===== config.mk =====
export PLATFORM = sky130hd
export DESIGN_NAME = chacha_keystream_xor_core
export DESIGN_NICKNAME = d
export VERILOG_FILES = /design/src/sv/chacha_pkg.sv /design/src/sv/chacha_front.sv /design/src/sv/chacha_back.sv /design/src/sv/chacha_keystream_xor_core.sv
export SDC_FILE = /design/constraint.sdc
export NUM_CORES = 2
export LEC_CHECK = 0
export CAP_MARGIN = 10
export CORE_ASPECT_RATIO = 0.7
export CORE_UTILIZATION = 55
export DETAILED_ROUTE_END_ITERATION = 8
export DONT_BUFFER_PORTS = 1
export PLACE_DENSITY_LB_ADDON = 0.08
export SYNTH_ARGS = -nofsm -noshare
export SYNTH_HDL_FRONTEND = slang
export SYNTH_SLANG_ARGS = --single-unit

===== constraint.sdc =====
create_clock -name i_clk -period 16.9 [get_ports i_clk]
set_input_delay 1.69 -clock i_clk [delete_from_list [all_inputs] [get_ports i_clk]]
set_output_delay 1.69 -clock i_clk [all_outputs]
set_load 0.05 [all_outputs]

===== src/sv/chacha_pkg.sv =====
// Shared types and constants for the ChaCha keystream XOR core.
package chacha_pkg;

    localparam logic [31:0] C_SIGMA0 = 32'h61707865;
    localparam logic [31:0] C_TAU1   = 32'h3120646e;
    localparam logic [31:0] C_SIGMA1 = 32'h3320646e;
    localparam logic [31:0] C_TAU2   = 32'h79622d36;
    localparam logic [31:0] C_SIGMA2 = 32'h79622d32;
    localparam logic [31:0] C_SIGMA3 = 32'h6b206574;

    localparam logic [2:0] REG_KEY0   = 3'd0;
    localparam logic [2:0] REG_KEY1   = 3'd1;
    localparam logic [2:0] REG_KEY2   = 3'd2;
    localparam logic [2:0] REG_KEY3   = 3'd3;
    localparam logic [2:0] REG_KEYLEN = 3'd4;
    localparam logic [2:0] REG_NONCE  = 3'd5;
    localparam logic [2:0] REG_ROUNDS = 3'd6;

    // Queued item between front and back.
    typedef struct packed {
        logic [7:0] data;
        logic       restart;
        logic       last;
    } t_item;

    typedef struct packed {
        logic [7:0] data;
        logic       last;
    } t_result;

endpackage


===== src/sv/chacha_front.sv =====
// Input stage and two-entry item queue.
module chacha_front
    import chacha_pkg::*;
(
    input  logic        i_clk,
    input  logic        i_rst_n,
    input  logic        i_in_valid,
    output logic        o_in_ready,
    input  t_item       i_item,
    output logic        o_q_valid,
    input  logic        i_q_ready,
    output t_item       o_q_item
);

    t_item      r_mem [2];
    logic       r_wptr, r_rptr;
    logic [1:0] r_count;
    logic       w_push, w_pop;

    assign o_in_ready = (r_count != 2'd2);
    assign o_q_valid  = (r_count != 2'd0);
    assign o_q_item   = r_mem[r_rptr];
    assign w_push     = i_in_valid && o_in_ready;
    assign w_pop      = o_q_valid && i_q_ready;

    always_ff @(posedge i_clk) begin
        if (w_push) begin
            r_mem[r_wptr] <= i_item;
        end
        if (!i_rst_n) begin
            r_wptr  <= 1'b0;
            r_rptr  <= 1'b0;
            r_count <= 2'd0;
        end else begin
            if (w_push) r_wptr <= ~r_wptr;
            if (w_pop) r_rptr <= ~r_rptr;
            r_count <= r_count + {1'b0, w_push} - {1'b0, w_pop};
        end
    end

    a_count_max: assert property (@(posedge i_clk) disable iff (!i_rst_n)
        r_count <= 2'd2) else $error("queue count overflow");
    a_no_push_full: assert property (@(posedge i_clk) disable iff (!i_rst_n)
        (r_count == 2'd2) |-> !w_push) else $error("push into full queue");
    a_pop_moves: assert property (@(posedge i_clk) disable iff (!i_rst_n)
        (w_pop && !w_push) |=> (r_count == $past(r_count) - 2'd1))
        else $error("pop did not drain");

endmodule


===== src/sv/chacha_back.sv =====
// Block generator, keystream buffer and output register.
module chacha_back
    import chacha_pkg::*;
(
    input  logic        i_clk,
    input  logic        i_rst_n,
    input  logic        i_cfg_we,
    input  logic [2:0]  i_cfg_idx,
    input  logic [63:0] i_cfg_data,
    input  logic        i_q_valid,
    output logic        o_q_ready,
    input  t_item       i_q_item,
    output logic        o_out_valid,
    input  logic        i_out_ready,
    output t_result     o_out
);

    typedef enum logic [1:0] {S_IDLE, S_ROUND, S_ADD} t_state;

    t_state      r_state;
    logic [63:0] r_key0, r_key1, r_key2, r_key3, r_nonce, r_ctr;
    logic        r_long;
    logic [3:0]  r_drounds, r_dr_cnt;
    logic [2:0]  r_qr;
    logic [3:0]  r_add_idx;
    logic [6:0]  r_pos;
    logic        r_rst_done;
    logic [31:0] r_w [16];
    logic [31:0] r_ks [16];
    logic        r_out_valid;
    t_result     r_out;

    logic [31:0] w_init [16];
    logic [3:0]  w_a, w_b, w_c, w_d;
    logic [31:0] w_a1, w_d1, w_c1, w_b1, w_a2, w_d2, w_c2, w_b2;
    logic        w_need, w_take, w_key_wr, w_out_free, w_restart;
    logic [63:0] w_hi0, w_hi1, w_ctr_eff;
    logic [5:0]  w_idx;
    logic [31:0] w_word;
    logic [7:0]  w_ksb;

    assign w_key_wr  = i_cfg_we && (i_cfg_idx <= REG_KEYLEN);
    assign w_hi0     = r_long ? r_key2 : r_key0;
    assign w_hi1     = r_long ? r_key3 : r_key1;
    // Restart of the head item is served once, by the block it triggers.
    assign w_restart = i_q_item.restart && !r_rst_done;
    assign w_ctr_eff = w_restart ? 64'd0 : r_ctr;

    always_comb begin
        w_init[0]  = C_SIGMA0;
        w_init[1]  = r_long ? C_SIGMA1 : C_TAU1;
        w_init[2]  = r_long ? C_SIGMA2 : C_TAU2;
        w_init[3]  = C_SIGMA3;
        w_init[4]  = r_key0[31:0];
        w_init[5]  = r_key0[63:32];
        w_init[6]  = r_key1[31:0];
        w_init[7]  = r_key1[63:32];
        w_init[8]  = w_hi0[31:0];
        w_init[9]  = w_hi0[63:32];
        w_init[10] = w_hi1[31:0];
        w_init[11] = w_hi1[63:32];
        w_init[12] = w_ctr_eff[31:0];
        w_init[13] = w_ctr_eff[63:32];
        w_init[14] = r_nonce[31:0];
        w_init[15] = r_nonce[63:32];
    end

    // Quarter-round index select: columns then diagonals.
    always_comb begin
        w_a = {2'b00, r_qr[1:0]};
        w_c = {2'b10, r_qr[1:0] + (r_qr[2] ? 2'd2 : 2'd0)};
        w_d = {2'b11, r_qr[1:0] + (r_qr[2] ? 2'd3 : 2'd0)};
        w_b = {2'b01, r_qr[1:0] + (r_qr[2] ? 2'd1 : 2'd0)};
    end

    always_comb begin
        w_a1 = r_w[w_a] + r_w[w_b];
        w_d1 = r_w[w_d] ^ w_a1;
        w_d1 = {w_d1[15:0], w_d1[31:16]};
        w_c1 = r_w[w_c] + w_d1;
        w_b1 = r_w[w_b] ^ w_c1;
        w_b1 = {w_b1[19:0], w_b1[31:20]};
        w_a2 = w_a1 + w_b1;
        w_d2 = w_d1 ^ w_a2;
        w_d2 = {w_d2[23:0], w_d2[31:24]};
        w_c2 = w_c1 + w_d2;
        w_b2 = w_b1 ^ w_c2;
        w_b2 = {w_b2[24:0], w_b2[31:25]};
    end

    assign w_out_free = !r_out_valid || i_out_ready;
    assign w_need     = w_restart || (r_pos == 7'd0) || (r_pos > 7'd64);
    assign w_take     = (r_state == S_IDLE) && i_q_valid && !w_need && w_out_free;
    assign o_q_ready  = w_take;
    assign w_idx      = 6'(7'd64 - r_pos);
    assign w_word     = r_ks[w_idx[5:2]];
    assign w_ksb      = w_word[8 * w_idx[1:0] +: 8];
    assign o_out_valid = r_out_valid;
    assign o_out       = r_out;

    always_ff @(posedge i_clk) begin
        if (!i_rst_n) begin
            r_key0 <= '0; r_key1 <= '0; r_key2 <= '0; r_key3 <= '0;
            r_long <= 1'b0; r_nonce <= '0; r_drounds <= 4'd4;
            r_state <= S_IDLE; r_ctr <= '0; r_pos <= '0; r_rst_done <= 1'b0;
            r_out_valid <= 1'b0; r_qr <= '0; r_dr_cnt <= '0; r_add_idx <= '0;
        end else begin
            if (i_cfg_we) begin
                unique case (i_cfg_idx)
                    REG_KEY0:   r_key0 <= i_cfg_data;
                    REG_KEY1:   r_key1 <= i_cfg_data;
                    REG_KEY2:   r_key2 <= i_cfg_data;
                    REG_KEY3:   r_key3 <= i_cfg_data;
                    REG_KEYLEN: r_long <= i_cfg_data[0];
                    REG_NONCE:  r_nonce <= i_cfg_data;
                    REG_ROUNDS: r_drounds <= i_cfg_data[3:0];
                    default: ;
                endcase
            end
            if (w_take) begin
                r_out_valid <= 1'b1;
            end else if (i_out_ready) begin
                r_out_valid <= 1'b0;
            end
            if (w_key_wr) begin
                r_ctr <= '0;
                r_pos <= '0;
            end
            unique case (r_state)
                S_IDLE: begin
                    if (i_q_valid && w_need && w_out_free) begin
                        // Restart: build from counter zero.
                        if (w_restart) begin
                            r_ctr <= '0;
                            r_rst_done <= 1'b1;
                        end
                        for (int i = 0; i < 16; i++) r_w[i] <= w_init[i];
                        r_qr <= '0;
                        r_dr_cnt <= r_drounds;
                        r_state <= (r_drounds == 4'd0) ? S_ADD : S_ROUND;
                        r_add_idx <= '0;
                    end else if (w_take) begin
                        r_pos <= r_pos - 7'd1;
                        r_rst_done <= 1'b0;
                        r_out.data <= i_q_item.data ^ w_ksb;
                        r_out.last <= i_q_item.last;
                    end
                end
                S_ROUND: begin
                    r_w[w_a] <= w_a2;
                    r_w[w_b] <= w_b2;
                    r_w[w_c] <= w_c2;
                    r_w[w_d] <= w_d2;
                    r_qr <= r_qr + 3'd1;
                    if (r_qr == 3'd7) begin
                        r_dr_cnt <= r_dr_cnt - 4'd1;
                        if (r_dr_cnt == 4'd1) r_state <= S_ADD;
                    end
                end
                S_ADD: begin
                    // One word per cycle of feed-forward; counter still old.
                    r_ks[r_add_idx] <= r_w[r_add_idx] + w_init[r_add_idx];
                    r_add_idx <= r_add_idx + 4'd1;
                    if (r_add_idx == 4'd15) begin
                        r_ctr <= r_ctr + 64'd1;
                        r_pos <= 7'd64;
                        r_state <= S_IDLE;
                    end
                end
                default: r_state <= S_IDLE;
            endcase
        end
    end

    a_take_idle: assert property (@(posedge i_clk) disable iff (!i_rst_n)
        w_take |-> (r_state == S_IDLE) && (r_pos != 7'd0))
        else $error("byte taken with empty buffer");
    a_pos_range: assert property (@(posedge i_clk) disable iff (!i_rst_n)
        r_pos <= 7'd64) else $error("buffer position out of range");
    a_fill: assert property (@(posedge i_clk) disable iff (!i_rst_n)
        (r_state == S_ADD && r_add_idx == 4'd15) |=> (r_pos == 7'd64))
        else $error("block end did not fill buffer");

endmodule


===== src/sv/chacha_keystream_xor_core.sv =====
// Top level: ChaCha keystream XOR with a 64-bit nonce and block counter.
// An input byte passes through the queue and the output register while bytes remain buffered.
// Each 64-byte block is built one quarter round per cycle, then one word add per cycle.
// Reset (i_rst_n synchronous, active low) clears keys, nonce and counter,
// sets double_rounds to 4 and empties the buffer and queue.
module chacha_keystream_xor_core
    import chacha_pkg::*;
(
    input  logic        i_clk,
    input  logic        i_rst_n,
    input  logic        i_cfg_we,
    input  logic [2:0]  i_cfg_idx,
    input  logic [63:0] i_cfg_data,
    input  logic        s_axis_tvalid,
    output logic        s_axis_tready,
    input  logic [7:0]  s_axis_tdata,   // data_in
    input  logic        s_axis_tuser,   // restart
    input  logic        s_axis_tlast,   // last_in
    output logic        m_axis_tvalid,
    input  logic        m_axis_tready,
    output logic [7:0]  m_axis_tdata,   // data_out
    output logic        m_axis_tlast    // last_out
);

    t_item   w_in, w_q;
    logic    w_q_valid, w_q_ready;
    t_result w_out;

    assign w_in.data    = s_axis_tdata;
    assign w_in.restart = s_axis_tuser;
    assign w_in.last    = s_axis_tlast;

    chacha_front u_front (
        .i_clk, .i_rst_n,
        .i_in_valid (s_axis_tvalid),
        .o_in_ready (s_axis_tready),
        .i_item     (w_in),
        .o_q_valid  (w_q_valid),
        .i_q_ready  (w_q_ready),
        .o_q_item   (w_q)
    );

    chacha_back u_back (
        .i_clk, .i_rst_n,
        .i_cfg_we, .i_cfg_idx, .i_cfg_data,
        .i_q_valid   (w_q_valid),
        .o_q_ready   (w_q_ready),
        .i_q_item    (w_q),
        .o_out_valid (m_axis_tvalid),
        .i_out_ready (m_axis_tready),
        .o_out       (w_out)
    );

    assign m_axis_tdata = w_out.data;
    assign m_axis_tlast = w_out.last;

endmodule


==> impl_metrics.tcl <==
set metrics [dict create \
    status "finished with violations" \
    violations "design-rule violations, max-capacitance violations, max-slew violations" \
    ys_types 82 \
    syn_to_final_growth_pct 9.97 \
    synth-seq-cells 1475 \
    finalSetupViolCount 0 \
    synthArstFlopShare 0 \
    overflow 0 \
    yosys-top-cells-count "nand2_1 (1144), edfxtp_1 (1053), a21oi_1 (588)" \
    multiInputGateArea_um2 36000 \
    cp_max_fo 17 \
    ys_warn_count 0 \
    row_count 115 \
    dieArea_um2 143000 \
    post-dp-hpwl_um 241000 \
    hold_class "flop to flop" \
    drv_cap 2 \
    yosys.area.top_type "edfxtp_1" \
    cpPeakStageDelay_ps 660 \
    setup_tns_ps 0 \
    rsz0062_at_grt "false" \
    worstPathRequired_ps 17410 \
    grt_antenna_before_repair 30 \
    syn_area_um2 77700 \
    hold_slack_ps 470 \
    postRouteAntennaNets 0 \
    vias_per_cell 7.19 \
    syn_avg_cell_area_um2 11.8 \
    finalNetCount 6772 \
    grt_max_degree 172 \
    detail_route.wl_per_cell_um 38.8 \
    fin_crit_sh 0.953 \
    crit_type "flop to flop" \
    die_h_um 317 \
    syn-num-nets 6818 \
    regArea_um2 40100 \
    totalWireLength_um 331000 \
    firstDrtPassIters 9 \
    cp.arrival_ps 16620 \
    vias 61200 \
    htreeDepth 4 \
    clk_latency_ps 810 \
    synth.area.top_cells "edfxtp_1 (41%), mux4_2 (16%), dfxtp_1 (11%)" \
    io_buffer_count 0 \
    fillers 11200 \
    grt_usage 0.459 \
    synth_edf_count 1053 \
    finalMaxSlewViolations 5 \
    timing.final.crit_period_ps 16100 \
    grt_pass1_vias 54700 \
    synth-seq-area-share 0.515 \
    dpl_cell_area_um2 80600 \
    die_w_um 451 \
    crit_slowest_cell "a221oi_1" \
    drc 10 \
    cts-root-buf "clkbuf_16" \
    clock_path_buffers 3 \
    initial_core_util 0.554 \
    drt_iter0_drc 10900 \
    fmax_mhz 62.1 \
    clkTransAtPathRegs_ps 60 \
    utilization 0.609 \
    synth.most_common_cell "nand2_1" \
    end_kind "flop" \
    post_cts_buffers 0 \
    cts_buffers 146 \
    core_area_um2 140000 \
    fin_area_um2 85500 \
    critPathLaunchType "flop" \
    cts_tree "yes" \
    yosysTopAreaCellShare 0.407 \
    drive_gt1_frac 0.177 \
    slew_headroom -0.0909 \
    grt_pass1_wl_um 449000 \
    finClkSkew_ps 30.7 \
    ys.flop_type "edfxtp_1" \
    clock_sinks 1475 \
    hold_viol_final 0 \
    worst_pin_slew_ps 1630 \
    syn_inst 6562 \
    gp_congestion 1.10 \
    io_pins 93 \
]
[metal layers]
metal  wire (um)  global-route usage  vias to the layer above
met5         529                   0                        -
met4       18800               0.222                       30
met3       62000               0.240                      880
met2      123000               0.566                     5357
met1      127000               0.650                    30400
li1            -                   -                    24500
[registers in the layout (all words and copies together) (netlist names), 2 cells and up, named ones only]
name	flops
u_back.r_state	2
u_back.r_ctr	64
u_back.o_out	9
u_back.r_key2	64
u_back.r_pos	7
u_back.r_drounds	4
u_back.r_w	512
u_front.r_mem	20
u_back.r_key0	64
u_back.r_key3	64
u_back.r_add_idx	4
u_back.r_key1	64
u_back.r_dr_cnt	4
u_back.r_nonce	64
u_back.r_ks	512
u_front.r_count	2
u_back.r_qr	3
[metrics by stage]
step	setup WS, ps	cells
floorplan	3600	6562
global placement	1410	8231
detailed placement	1170	8232
CTS	1070	8501
global route	169	8509
finish	796	8518
[placed cells by master, fill, tap and decap left out, types with 67 or more instances in the layout]
cell type | netlist | routed
nor3_1 | 71 | 67
mux4_2 | 547 | 547
a21o_1 | 68 | 68
mux2i_1 | 167 | 167
nor2_1 | 342 | 329
buf_4 | 0 | 233
edfxtp_1 | 1053 | 1053
a21oi_1 | 588 | 588
ha_1 | 169 | 168
xnor2_1 | 151 | 144
mux2_2 | 67 | 67
dfxtp_1 | 422 | 410
xor2_1 | 145 | 142
clkbuf_16 | 0 | 149
inv_1 | 97 | 95
nand3_1 | 135 | 128
nand2_1 | 1144 | 1132
o21ai_0 | 447 | 446
[critical path: cells and delay by family (launching register included)]
family / cells / cell delay (ps)
AO/OA/AOI/OAI: 26 / 7830
XOR/XNOR: 9 / 3750
adder cells (fa/ha/maj): 5 / 1650
buffers and inverters: 4 / 1020
AND/OR/NAND/NOR: 4 / 820
multiplexers: 1 / 410
flip-flops: 1 / 310
[path summary, 6_finish.rpt]
check	startpoint	to	slack (ps)	cells after the start
hold / removal	u_back.r_key3[47]$_SDFFE_PN0P_	u_back.r_key3[47]$_SDFFE_PN0P_	470	2
hold reg to reg	u_back.r_key3[47]$_SDFFE_PN0P_	u_back.r_key3[47]$_SDFFE_PN0P_	470	2
setup reg to reg	u_back.r_qr[0]$_SDFFE_PN0P_	u_back.r_w[6][2]$_DFFE_PP_	800	49
setup / recovery	u_back.r_qr[0]$_SDFFE_PN0P_	u_back.r_w[6][2]$_DFFE_PP_	800	49
[area by class of cell]
| class | count | area share |
|---|---|---|
| Multi-Input combinational cell | 4553 | 0.422 |
| Antenna cell | 9 | 0.000263 |
| Sequential cell | 1475 | 0.469 |
| Timing Repair Buffer | 241 | 0.0220 |
| Inverter | 99 | 0.00444 |
| Tap cell | 1872 | 0.0274 |
| Clock inverter | 86 | 0.00947 |
| Clock buffer | 183 | 0.0459 |
[cells by family (layout without fill, tap and decap cells)]
family,after synthesis,after routing,synth area share
and+or+nand+nor,1899,1899,0.102
DFF,1475,1475,0.515
AOI/OAI and AO/OA,1396,1396,0.103
muxes,781,781,0.190
buffers and inverters,534,609,0.0259
xor gates and xnor gates,303,303,0.0353
adders and majority gates,174,174,0.0285
other,0,9,0
[what timing repair did]
action                                  4_1_cts  5_1_grt
hold buffers                                  0        0
resized for setup                             0        2
endpoints found under the hold margin         0        0
endpoints found under the setup margin        0       14
Power is left out: the tool's default activity adds up to more than one toggle a clock period on the data nets, which glitch-free logic cannot reach.
